[src/rtl/amrwb_pkg.sv]
// ----------------------------------------------------------------------------
// amrwb_pkg
// Shared types, status codes and the frame size table for the AMR-WB
// payload deframer.
// ----------------------------------------------------------------------------
package amrwb_pkg;

   localparam logic [1:0] STATUS_OK       = 2'd0;
   localparam logic [1:0] STATUS_BAD_TYPE = 2'd1;
   localparam logic [1:0] STATUS_SHORT    = 2'd2;

   localparam logic [3:0] FT_SID_LAST = 4'd10;
   localparam logic [3:0] FT_LOST     = 4'he;
   localparam logic [3:0] FT_NO_DATA  = 4'hf;

   // result queue depth and pointer width
   localparam int RSP_DEPTH  = 4;
   localparam int RSP_PTR_W  = $clog2(RSP_DEPTH);
   localparam int RSP_CNT_W  = $clog2(RSP_DEPTH + 1);

   typedef struct packed {
      logic [7:0] data;
      logic       last;
      logic [1:0] status;
   } rsp_item_type;

   // speech bytes per frame type
   function automatic logic [5:0] frame_size(input logic [3:0] ft);
      logic [5:0] fs;
      case (ft)
         4'd0:    fs = 6'd17;
         4'd1:    fs = 6'd23;
         4'd2:    fs = 6'd32;
         4'd3:    fs = 6'd36;
         4'd4:    fs = 6'd40;
         4'd5:    fs = 6'd46;
         4'd6:    fs = 6'd50;
         4'd7:    fs = 6'd58;
         4'd8:    fs = 6'd60;
         4'd9:    fs = 6'd5;
         4'd14:   fs = 6'd1;
         4'd15:   fs = 6'd1;
         default: fs = 6'd0;
      endcase
      return fs;
   endfunction

endpackage

[src/rtl/amrwb_unpack.sv]
// ----------------------------------------------------------------------------
// amrwb_unpack
// Per-byte parser: tracks the packet position, extracts the TOC, realigns
// speech bytes and produces up to two results for each accepted byte.
// ----------------------------------------------------------------------------
module amrwb_unpack (
   input  logic                   clock,
   input  logic                   reset,
   input  logic                   accept,
   input  logic [7:0]             in_byte,
   input  logic                   in_last,
   input  logic                   octet_aligned,
   output logic [1:0]             push_count,
   output amrwb_pkg::rsp_item_type item0,
   output amrwb_pkg::rsp_item_type item1
);
   import amrwb_pkg::*;

   logic [6:0] pos_ff, pos_in;
   logic       done_ff, done_in;
   logic [5:0] frame_bytes_ff, frame_bytes_in;
   logic [7:0] held_ff, held_in;

   logic [7:0] toc;
   logic [3:0] ft;
   logic [5:0] fs_new;
   logic [6:0] k;
   logic [6:0] fs_ext;
   logic [7:0] speech;
   logic [7:0] tail;

   assign toc    = octet_aligned ? in_byte : {held_ff[3:0], in_byte[7:4]};
   assign ft     = toc[6:3];
   assign fs_new = frame_size(ft);
   assign k      = pos_ff - 7'd2;
   assign fs_ext = {1'b0, frame_bytes_ff};
   assign speech = octet_aligned ? in_byte : {held_ff[5:0], in_byte[7:6]};
   assign tail   = {in_byte[5:0], 2'b00};

   always_comb begin
      pos_in         = pos_ff;
      done_in        = done_ff;
      frame_bytes_in = frame_bytes_ff;
      held_in        = held_ff;
      push_count     = 2'd0;
      item0          = '{data: 8'd0, last: 1'b1, status: STATUS_OK};
      item1          = '{data: tail, last: 1'b1, status: STATUS_OK};

      if (done_ff) begin
         // drop trailing bytes until the end of the packet
         if (in_last) begin
            pos_in  = 7'd0;
            done_in = 1'b0;
         end
      end else if (pos_ff == 7'd0) begin
         held_in = in_byte;
         if (in_last) begin
            push_count   = 2'd1;
            item0.status = STATUS_SHORT;
            pos_in       = 7'd0;
         end else begin
            pos_in = 7'd1;
         end
      end else if (pos_ff == 7'd1) begin
         if (ft > FT_SID_LAST && ft != FT_LOST && ft != FT_NO_DATA) begin
            push_count   = 2'd1;
            item0.status = STATUS_BAD_TYPE;
            pos_in       = 7'd0;
            done_in      = !in_last;
         end else begin
            frame_bytes_in = fs_new;
            if (fs_new == 6'd0) begin
               push_count = 2'd1;
               item0.data = toc;
               pos_in     = 7'd0;
               done_in    = !in_last;
            end else if (in_last) begin
               pos_in = 7'd0;
               if (!octet_aligned && fs_new == 6'd1) begin
                  push_count = 2'd2;
                  item0.data = toc;
                  item0.last = 1'b0;
               end else begin
                  push_count   = 2'd1;
                  item0.status = STATUS_SHORT;
               end
            end else begin
               push_count = 2'd1;
               item0.data = toc;
               item0.last = 1'b0;
               held_in    = in_byte;
               pos_in     = 7'd2;
            end
         end
      end else if (k >= fs_ext) begin
         pos_in  = 7'd0;
         done_in = !in_last;
      end else if (k == fs_ext - 7'd1) begin
         push_count = 2'd1;
         item0.data = speech;
         pos_in     = 7'd0;
         done_in    = !in_last;
      end else if (in_last) begin
         pos_in = 7'd0;
         if (!octet_aligned && k == fs_ext - 7'd2) begin
            // six bits left over: flush them zero-filled
            push_count = 2'd2;
            item0.data = speech;
            item0.last = 1'b0;
         end else begin
            push_count   = 2'd1;
            item0.status = STATUS_SHORT;
         end
      end else begin
         push_count = 2'd1;
         item0.data = speech;
         item0.last = 1'b0;
         held_in    = in_byte;
         if (pos_ff != 7'd127) begin
            pos_in = pos_ff + 7'd1;
         end
      end

      if (!accept) begin
         push_count = 2'd0;
      end
   end

   always_ff @(posedge clock) begin
      if (reset) begin
         pos_ff  <= 7'd0;
         done_ff <= 1'b0;
      end else if (accept) begin
         pos_ff  <= pos_in;
         done_ff <= done_in;
      end
   end

   always_ff @(posedge clock) begin
      if (accept) begin
         frame_bytes_ff <= frame_bytes_in;
         held_ff        <= held_in;
      end
   end

endmodule

[src/rtl/amrwb_rsp_queue.sv]
// ----------------------------------------------------------------------------
// amrwb_rsp_queue
// Small result queue: takes zero, one or two results per cycle and hands
// out one per transaction on the result channel.
// ----------------------------------------------------------------------------
module amrwb_rsp_queue (
   input  logic                    clock,
   input  logic                    reset,
   input  logic [1:0]              push_count,
   input  amrwb_pkg::rsp_item_type item0,
   input  amrwb_pkg::rsp_item_type item1,
   output logic                    full,
   output logic                    rsp_valid,
   input  logic                    rsp_stall,
   output amrwb_pkg::rsp_item_type head
);
   import amrwb_pkg::*;

   rsp_item_type         mem_ff [RSP_DEPTH];
   logic [RSP_PTR_W-1:0] wr_ptr_ff, wr_ptr_in;
   logic [RSP_PTR_W-1:0] rd_ptr_ff, rd_ptr_in;
   logic [RSP_CNT_W-1:0] count_ff, count_in;
   logic [RSP_PTR_W-1:0] wr_ptr_next;
   logic                 pop;

   assign rsp_valid   = count_ff != '0;
   assign head        = mem_ff[rd_ptr_ff];
   assign pop         = rsp_valid && !rsp_stall;
   // hold off input unless two slots are free
   assign full        = count_ff > RSP_CNT_W'(RSP_DEPTH - 2);
   assign wr_ptr_next = wr_ptr_ff + RSP_PTR_W'(1);

   always_comb begin
      wr_ptr_in = wr_ptr_ff + RSP_PTR_W'(push_count);
      rd_ptr_in = pop ? rd_ptr_ff + RSP_PTR_W'(1) : rd_ptr_ff;
      count_in  = count_ff + RSP_CNT_W'(push_count) - RSP_CNT_W'(pop);
   end

   always_ff @(posedge clock) begin
      if (reset) begin
         wr_ptr_ff <= '0;
         rd_ptr_ff <= '0;
         count_ff  <= '0;
      end else begin
         wr_ptr_ff <= wr_ptr_in;
         rd_ptr_ff <= rd_ptr_in;
         count_ff  <= count_in;
      end
   end

   always_ff @(posedge clock) begin
      if (push_count != 2'd0) begin
         mem_ff[wr_ptr_ff] <= item0;
      end
      if (push_count == 2'd2) begin
         mem_ff[wr_ptr_next] <= item1;
      end
   end

endmodule

[src/rtl/amrwb_payload_deframer.sv]
// ----------------------------------------------------------------------------
// amrwb_payload_deframer
// Single-frame AMR-WB RTP payload deframer, octet-aligned or
// bandwidth-efficient.
// ----------------------------------------------------------------------------
// One payload byte is taken per clock cycle while req_stall is low. Each
// byte is parsed in the cycle it is accepted and its results (none, one,
// or two at the zero-filled end of a bandwidth-efficient frame) are
// written into a four-entry result queue, which drives the result channel
// one transaction per cycle while rsp_stall is low. Input is stalled
// whenever fewer than two queue slots are free; otherwise the sustained
// rate is one byte per cycle. Results are registered in the queue when
// the byte is accepted. The mode register is always writable (csr_ready
// is tied high) and is read on every byte.
// ----------------------------------------------------------------------------
module amrwb_payload_deframer (
   input  logic       clock,
   input  logic       reset,
   input  logic       req_valid,
   output logic       req_stall,
   input  logic [7:0] req_in_byte,
   input  logic       req_in_last,
   output logic       rsp_valid,
   input  logic       rsp_stall,
   output logic [7:0] rsp_out_byte,
   output logic       rsp_out_last,
   output logic [1:0] rsp_status,
   input  logic       csr_valid,
   output logic       csr_ready,
   input  logic       csr_octet_aligned
);
   import amrwb_pkg::*;

   logic         octet_aligned_ff;
   logic         accept;
   logic         full;
   logic [1:0]   push_count;
   rsp_item_type item0;
   rsp_item_type item1;
   rsp_item_type head;

   assign csr_ready = 1'b1;
   assign req_stall = full;
   assign accept    = req_valid && !full;

   always_ff @(posedge clock) begin
      if (reset) begin
         octet_aligned_ff <= 1'b1;
      end else if (csr_valid && csr_ready) begin
         octet_aligned_ff <= csr_octet_aligned;
      end
   end

   amrwb_unpack u_unpack (
      .clock         (clock),
      .reset         (reset),
      .accept        (accept),
      .in_byte       (req_in_byte),
      .in_last       (req_in_last),
      .octet_aligned (octet_aligned_ff),
      .push_count    (push_count),
      .item0         (item0),
      .item1         (item1)
   );

   amrwb_rsp_queue u_rsp_queue (
      .clock      (clock),
      .reset      (reset),
      .push_count (push_count),
      .item0      (item0),
      .item1      (item1),
      .full       (full),
      .rsp_valid  (rsp_valid),
      .rsp_stall  (rsp_stall),
      .head       (head)
   );

   assign rsp_out_byte = head.data;
   assign rsp_out_last = head.last;
   assign rsp_status   = head.status;

endmodule

[config.mk]
export PLATFORM = sky130hd
export DESIGN_NAME = amrwb_payload_deframer
export DESIGN_NICKNAME = d
export VERILOG_FILES = /design/src/rtl/amrwb_pkg.sv /design/src/rtl/amrwb_unpack.sv /design/src/rtl/amrwb_rsp_queue.sv /design/src/rtl/amrwb_payload_deframer.sv
export SDC_FILE = /design/constraint.sdc
export NUM_CORES = 1
export LEC_CHECK = 0
export BUFFER_PORTS_ARGS = -buffer_cell sky130_fd_sc_hd__clkbuf_2
export CORE_ASPECT_RATIO = 2
export CORE_MARGIN = 4
export CORE_UTILIZATION = 34
export CTS_CLUSTER_DIAMETER = 200
export DETAILED_ROUTE_END_ITERATION = 7
export GPL_ROUTABILITY_DRIVEN = 0
export REMOVE_ABC_BUFFERS = 1
export SYNTH_ARGS = -nofsm -noshare
export SYNTH_HDL_FRONTEND = slang
export SYNTH_HIERARCHICAL = 1
export SYNTH_SLANG_ARGS = --single-unit
[constraint.sdc]
create_clock -name clock -period 5.7 [get_ports clock]
set_clock_uncertainty 0.15 [all_clocks]
set_input_delay 0 -clock clock [delete_from_list [all_inputs] [get_ports clock]]
set_output_delay 0 -clock clock [all_outputs]
set_load 0.005 [all_outputs]
# == Word-level counts from Yosys, hierarchy flattened ==
# Memory sizes are Yosys's and may differ from the RTL's. A register that Yosys moved wholly into a read port is not among the register bits.
# Cells that the tools add are included.
# totals
reg_bits,30
latch_bits,0
ram_bits,44
mem_bits_ro,96
in_bits,15
out_inout_bits,14
word_cells,124
memories,2
# memory_table
memory,depth,width,read_ports,rd_ports_with_merged_regs,write_ports,line_no,rtl
(no name shown),16,6,1,0,0,amrwb_pkg.sv:30,case (ft)
u_rsp_queue.mem_ff,4,11,1,1,2,amrwb_rsp_queue.sv:19,rsp_item_type mem_ff [RSP_DEPTH];
# op_classes
add_sub_neg,9
multipliers,0
div,0
magnitude_cmp,3
eq_ne,13
n_shift,0
muxes,68
n_bitwise,3
reduce_logical,18
# ops
op,n
two-way mux 8 bit,11
two-way mux 7 bit,9
two-way mux 9 bit,6
two-way mux 2 bit,23
two-way mux 11 bit,3
== test 7 bit,2
two-way mux 1 bit,14
"!= test 4 bit, second input constant",2
"adder 7 x 1 -> 7 bit, second input constant",1
"== test 7 x 1 -> 1 bit, second input constant",1
>= comparator 7 x 6 -> 1 bit,1
zero test 7 bit,1
"!= test 7 bit, second input constant",1
"subtractor 6 x 1 -> 7 bit, second input constant",1
"subtractor 6 x 2 -> 7 bit, second input constant",1
"subtractor 7 x 2 -> 7 bit, second input constant",1
"== test 6 x 1 -> 1 bit, second input constant",1
logical AND 1 bit,6
zero test 6 bit,1
two-way mux 3 bit,2
"!= test 3 x 1 -> 1 bit, second input constant",2
"!= test 3 x 2 -> 1 bit, second input constant",2
AND reduction 6 bit,1
nonzero test 6 bit,1
14 further kinds,20

# == Depth between registers and ports, before layout ==
# An unclocked memory read counts as a cell.
# logic_depth
depth_word,15
mapped_depth,17
depth_no_buf,16

# == Modules after synthesis ==
# The synthesis kept the hierarchy.
# by_module_without_submodules
module,instances,cells_per_inst,area_per_inst_um2,seq_area_each_um2
amrwb_rsp_queue,1,163,2627.5,1501.4
amrwb_unpack,1,268,2328.5,520.5
amrwb_payload_deframer,1,6,52.6,20.0

# == Worst setup path before layout ==
# OpenSTA, ideal clock, no wires.
# synth_path
path_kind,reg2reg
startpoint,reg u_unpack.pos_ff[1]
endpoint,"mem u_rsp_queue/mem_ff[0][0] (netlist bit), enable pin"
setup_time_ps,397
arrival_time_ps,3897
slack_ps,1256
stages_incl_launch_ff,12
synth_period_minus_slack_ps,4444
path_cell_list,dfxtp_1 inv_1 ha_1 xor2_2 mux2i_1 mux2i_1 o21ai_0 o2111ai_4 or3b_1 a2111oi_2 nor2_1 o31ai_1
# synth_lines
element,line_no,rtl
"start, declared",amrwb_unpack.sv:19,"logic [6:0] pos_ff, pos_in;"
"start signal, assigned",amrwb_unpack.sv:134,pos_ff <= pos_in;
"end, declared",amrwb_rsp_queue.sv:19,

==> summary.md <==
| Metric | Value |
|---|---|
| Status | `completed` |
| GRT Total Usage | `14.55%` |
| Netlist Area Pre-Place | `5009 um2` |
| Floorplan row count | `62` |
| Clk_lat worst skew | `0.33 ns` |
| Setup-failing EPs final | `0` |
| Placed Area | `5273 um2` |
| VDD IR max | `0.0001543 V` |
| Fraction of layout cells with a size suffix above 1 | `29.32%` |
| Clk sinks | `74` |
| Worst setup EP type | `flop` |
| Cell variety after synth | `71` |
| Final wirelength | `11.98 mm` |
| Simple-gate share of the synthesized area | `14.11%` |
| Fin cells | `666` |
| IO Count | `29` |
| Min Hold Slack | `0.08889 ns` |
| Hold path cells | `6` |
| Reg2reg start | `u_unpack/pos_ff[1]` |
| Synth Warn # | `6` |
| Initial antenna violation count | `0` |
| HP Class | `in -> reg` |
| FFs w/ async S/R, synth | `0%` |
| Htree depth | `3` |
| Max_cap viols | `0` |
| Layout Nets | `505` |
| Post-route setup TNS | `0 ns` |
| FMAX | `205.3 MHz` |
| Synthesized instance count | `437` |
| Die X | `93.82 um` |
| CTS tree | `built` |
| XOR/XNOR Fraction of Synth Area | `3.622%` |
| Final Cell Area | `5675 um2` |
| IO Port Bufs | `27` |
| Largest family of logic cells by synthesized area | `multiplexers` |
| Synth top area cells | `edfxtp_1, mux2_2, dfxtp_1, ha_1, mux4_2` |
| Syn Area/Cell | `11.46 um2` |
| Power per cell area | `277.5 nW/um2` |
| Post-synthesis adder-cell area fraction | `5.396%` |
| Critical path arrival | `4.67 ns` |
| Worst Setup Start Kind | `flop` |
| Post-DP HPWL | `9.283 mm` |
| Worst-Margin Slew | `1.099 ns` |
| DRC | `0` |
| Share of the synthesized area in the top cell type | `33.57%` |
| DR vias | `3524` |
| Ant. Diodes | `0` |
| Most frequent cells in the layout | `edfxtp_1, mux2_2, clkbuf_2` |
| DIE AREA | `16850 um2` |
| CTS max path bufs | `2` |
| Max-slew violations | `0` |
| Sequential share of the synthesized area | `40.77%` |
| Yosys top cell by area | `edfxtp_1` |
| CP required | `5.49 ns` |
| Number of global-route vias before repair | `3651` |
| Crit Path Category | `reg -> reg` |
| Post-synthesis compound-gate area fraction | `11.49%` |
| Tmin final | `4.871 ns` |
| Synth Register Bits | `74` |
| Top_reg_cell synth | `edfxtp_1` |
| Internal reg-to-reg setup slack | `0.83 ns` |
| Fillcell total | `1455` |
| Largest net degree at the start of global routing | `16` |
| Mux cell area share after synthesis | `18.91%` |
| First-pass GRT wire length | `19.02 mm` |
| Worst r2r dst | `u_rsp_queue/mem_ff[2][9]` |
| Worst Reg-to-Reg Cells | `13` |
| Root buffer cell | `clkbuf_16` |
| Die Span Y | `179.6 um` |
| Drt wl/cell | `17.98 um` |
| RSZ-0062 raised after global routing | `false` |
| Core area | `14430 um2` |
| WHS Endpoint | `u_unpack/done_ff` |
| Place WS | `0.8212 ns` |
| Vias per inst | `5.291` |
| Post-synth EDFFs | `56` |
| Worst Path Max Fanout | `12` |
| Drt pass-1 iters | `4` |
| # placed instances | `639` |
| Leak | `2.086 nW` |
| Total gr overflow | `0` |
| Clk pin slew, worst setup/hold paths | `0.06 ns` |
| Commonest non-fill, non-tap cell in the layout | `edfxtp_1` |
| Period utilisation layout | `85.46%` |
| Final WS setup | `0.8290 ns` |
| Final hold vios | `0` |
| Num CTS Buffers | `9` |
| DRT antenna net count | `0` |
| Tot Pwr | `1.575 mW` |
| Max-slew headroom | `26.58%` |
| Core Util, Final | `39.33%` |
| P&R area growth vs syn | `13.31%` |
| Setup bufs post-CTS | `0` |
| Hold wc startpoint | `req_valid` |
| Initial Util | `34.71%` |
| 1st-iter DRT viols | `209` |
| Cts repair resizes | `0` |
[critical path, stage by stage, from the launching register on]
cell       delay [ns]
dfxtp_1          0.54
inv_1            0.16
ha_1             0.27
xor2_2           0.30
mux2i_1          0.25
mux2i_1          0.08
o21ai_0          0.29
o2111ai_4        0.23
or3b_1           0.42
a2111oi_2        0.65
nand2b_2         0.19
nor3b_4          0.19
buf_4            0.23
o21bai_1         0.51
[registers in the layout, summed over array words and instances, names as in the netlist, named ones only]
signal,flops
octet_aligned_ff,1
u_rsp_queue/count_ff,3
u_rsp_queue/mem_ff,44
u_rsp_queue/rd_ptr_ff,2
u_rsp_queue/wr_ptr_ff,2
u_unpack/done_ff,1
u_unpack/frame_bytes_ff,6
u_unpack/held_ff,6
u_unpack/pos_ff,7
[repair_timing]
item | 4_1_cts | 5_1_grt
setup endpoints to repair | 0 | 0
hold endpoints to repair | 42 | 0
hold buffers | 11 | 0
[metal layers]
metal / vias to the layer above / wire [um] / global-route usage, % / part of all wire [%]
met1: 1738 / 4308 / 14.39 / 36
met4: 0 / 295 / 7.060 / 2.5
met2: 71 / 7151 / 28.42 / 60
met3: 18 / 220 / 1.799 / 1.8
li1: 1697 / - / - / -
met5: - / 0 / 0 / 0
[Yosys cell counts, types with 4 or more instances]
| library cell | instances |
|---|---|
| dfxtp_1 | 18 |
| and2_1 | 6 |
| nor2_1 | 21 |
| edfxtp_1 | 56 |
| mux4_2 | 11 |
| mux2_2 | 55 |
| clkbuf_1 | 7 |
| xnor2_1 | 10 |
| o2bb2ai_1 | 8 |
| nor3_1 | 15 |
| nand2_1 | 15 |
| a21o_1 | 4 |
| o21ai_0 | 13 |
| nand4_1 | 4 |
| nand3_1 | 11 |
| inv_1 | 23 |
| a31oi_1 | 7 |
| mux2i_1 | 8 |
| nor2b_1 | 9 |
| ha_1 | 20 |
| nor3b_1 | 4 |
| o21ai_1 | 6 |
| a21oi_1 | 16 |
| nand2b_1 | 5 |
| xor2_1 | 7 |
| buf_4 | 15 |
[report_power, final]
group	switching (mW)	internal, mW	total, mW
registers	0.0485	0.629	0.678
logic	0.174	0.160	0.334
clock network	0.227	0.337	0.564
[worst max-delay path by stage]
stage | startpoint | to | cells after the start
2_1_floorplan | octet_aligned_ff | u_rsp_queue/mem_ff[0][0] | 11
3_3_place_gp | u_unpack/pos_ff[1] | u_rsp_queue/mem_ff[2][3] | 13
3_5_place_dp | u_unpack/pos_ff[1] | u_rsp_queue/mem_ff[2][3] | 13
4_1_cts | u_unpack/pos_ff[1] | u_rsp_queue/mem_ff[2][9] | 13
5_1_grt | u_unpack/pos_ff[1] | u_rsp_queue/mem_ff[2][9] | 13
6_report | u_unpack/pos_ff[1] | u_rsp_queue/mem_ff[2][9] | 13
[area by class of cell]
class | instances | area, um2 | area share (%)
timing repair buffer | 46 | 305.3 | 5.379
multi-input combinational | 315 | 2709 | 47.73
tap | 192 | 240.2 | 4.233
sequential | 74 | 2042 | 35.98
clock inverter | 7 | 67.56 | 1.190
clock buffer | 9 | 225.2 | 3.968
inverter | 23 | 86.33 | 1.521
[kinds of logic (layout without fill, tap and decap cells)]
family                   Yosys count  in the layout
other                              3              6
buffers and inverters             51             85
multiplexers                      74             74
adder cells (fa/ha/maj)           21             21
flip-flops                        74             74
AND/OR/NAND/NOR                  116            116
XOR/XNOR                          19             19
AO/OA/AOI/OAI                     79             79
Power figures use the tool's default switching activity.
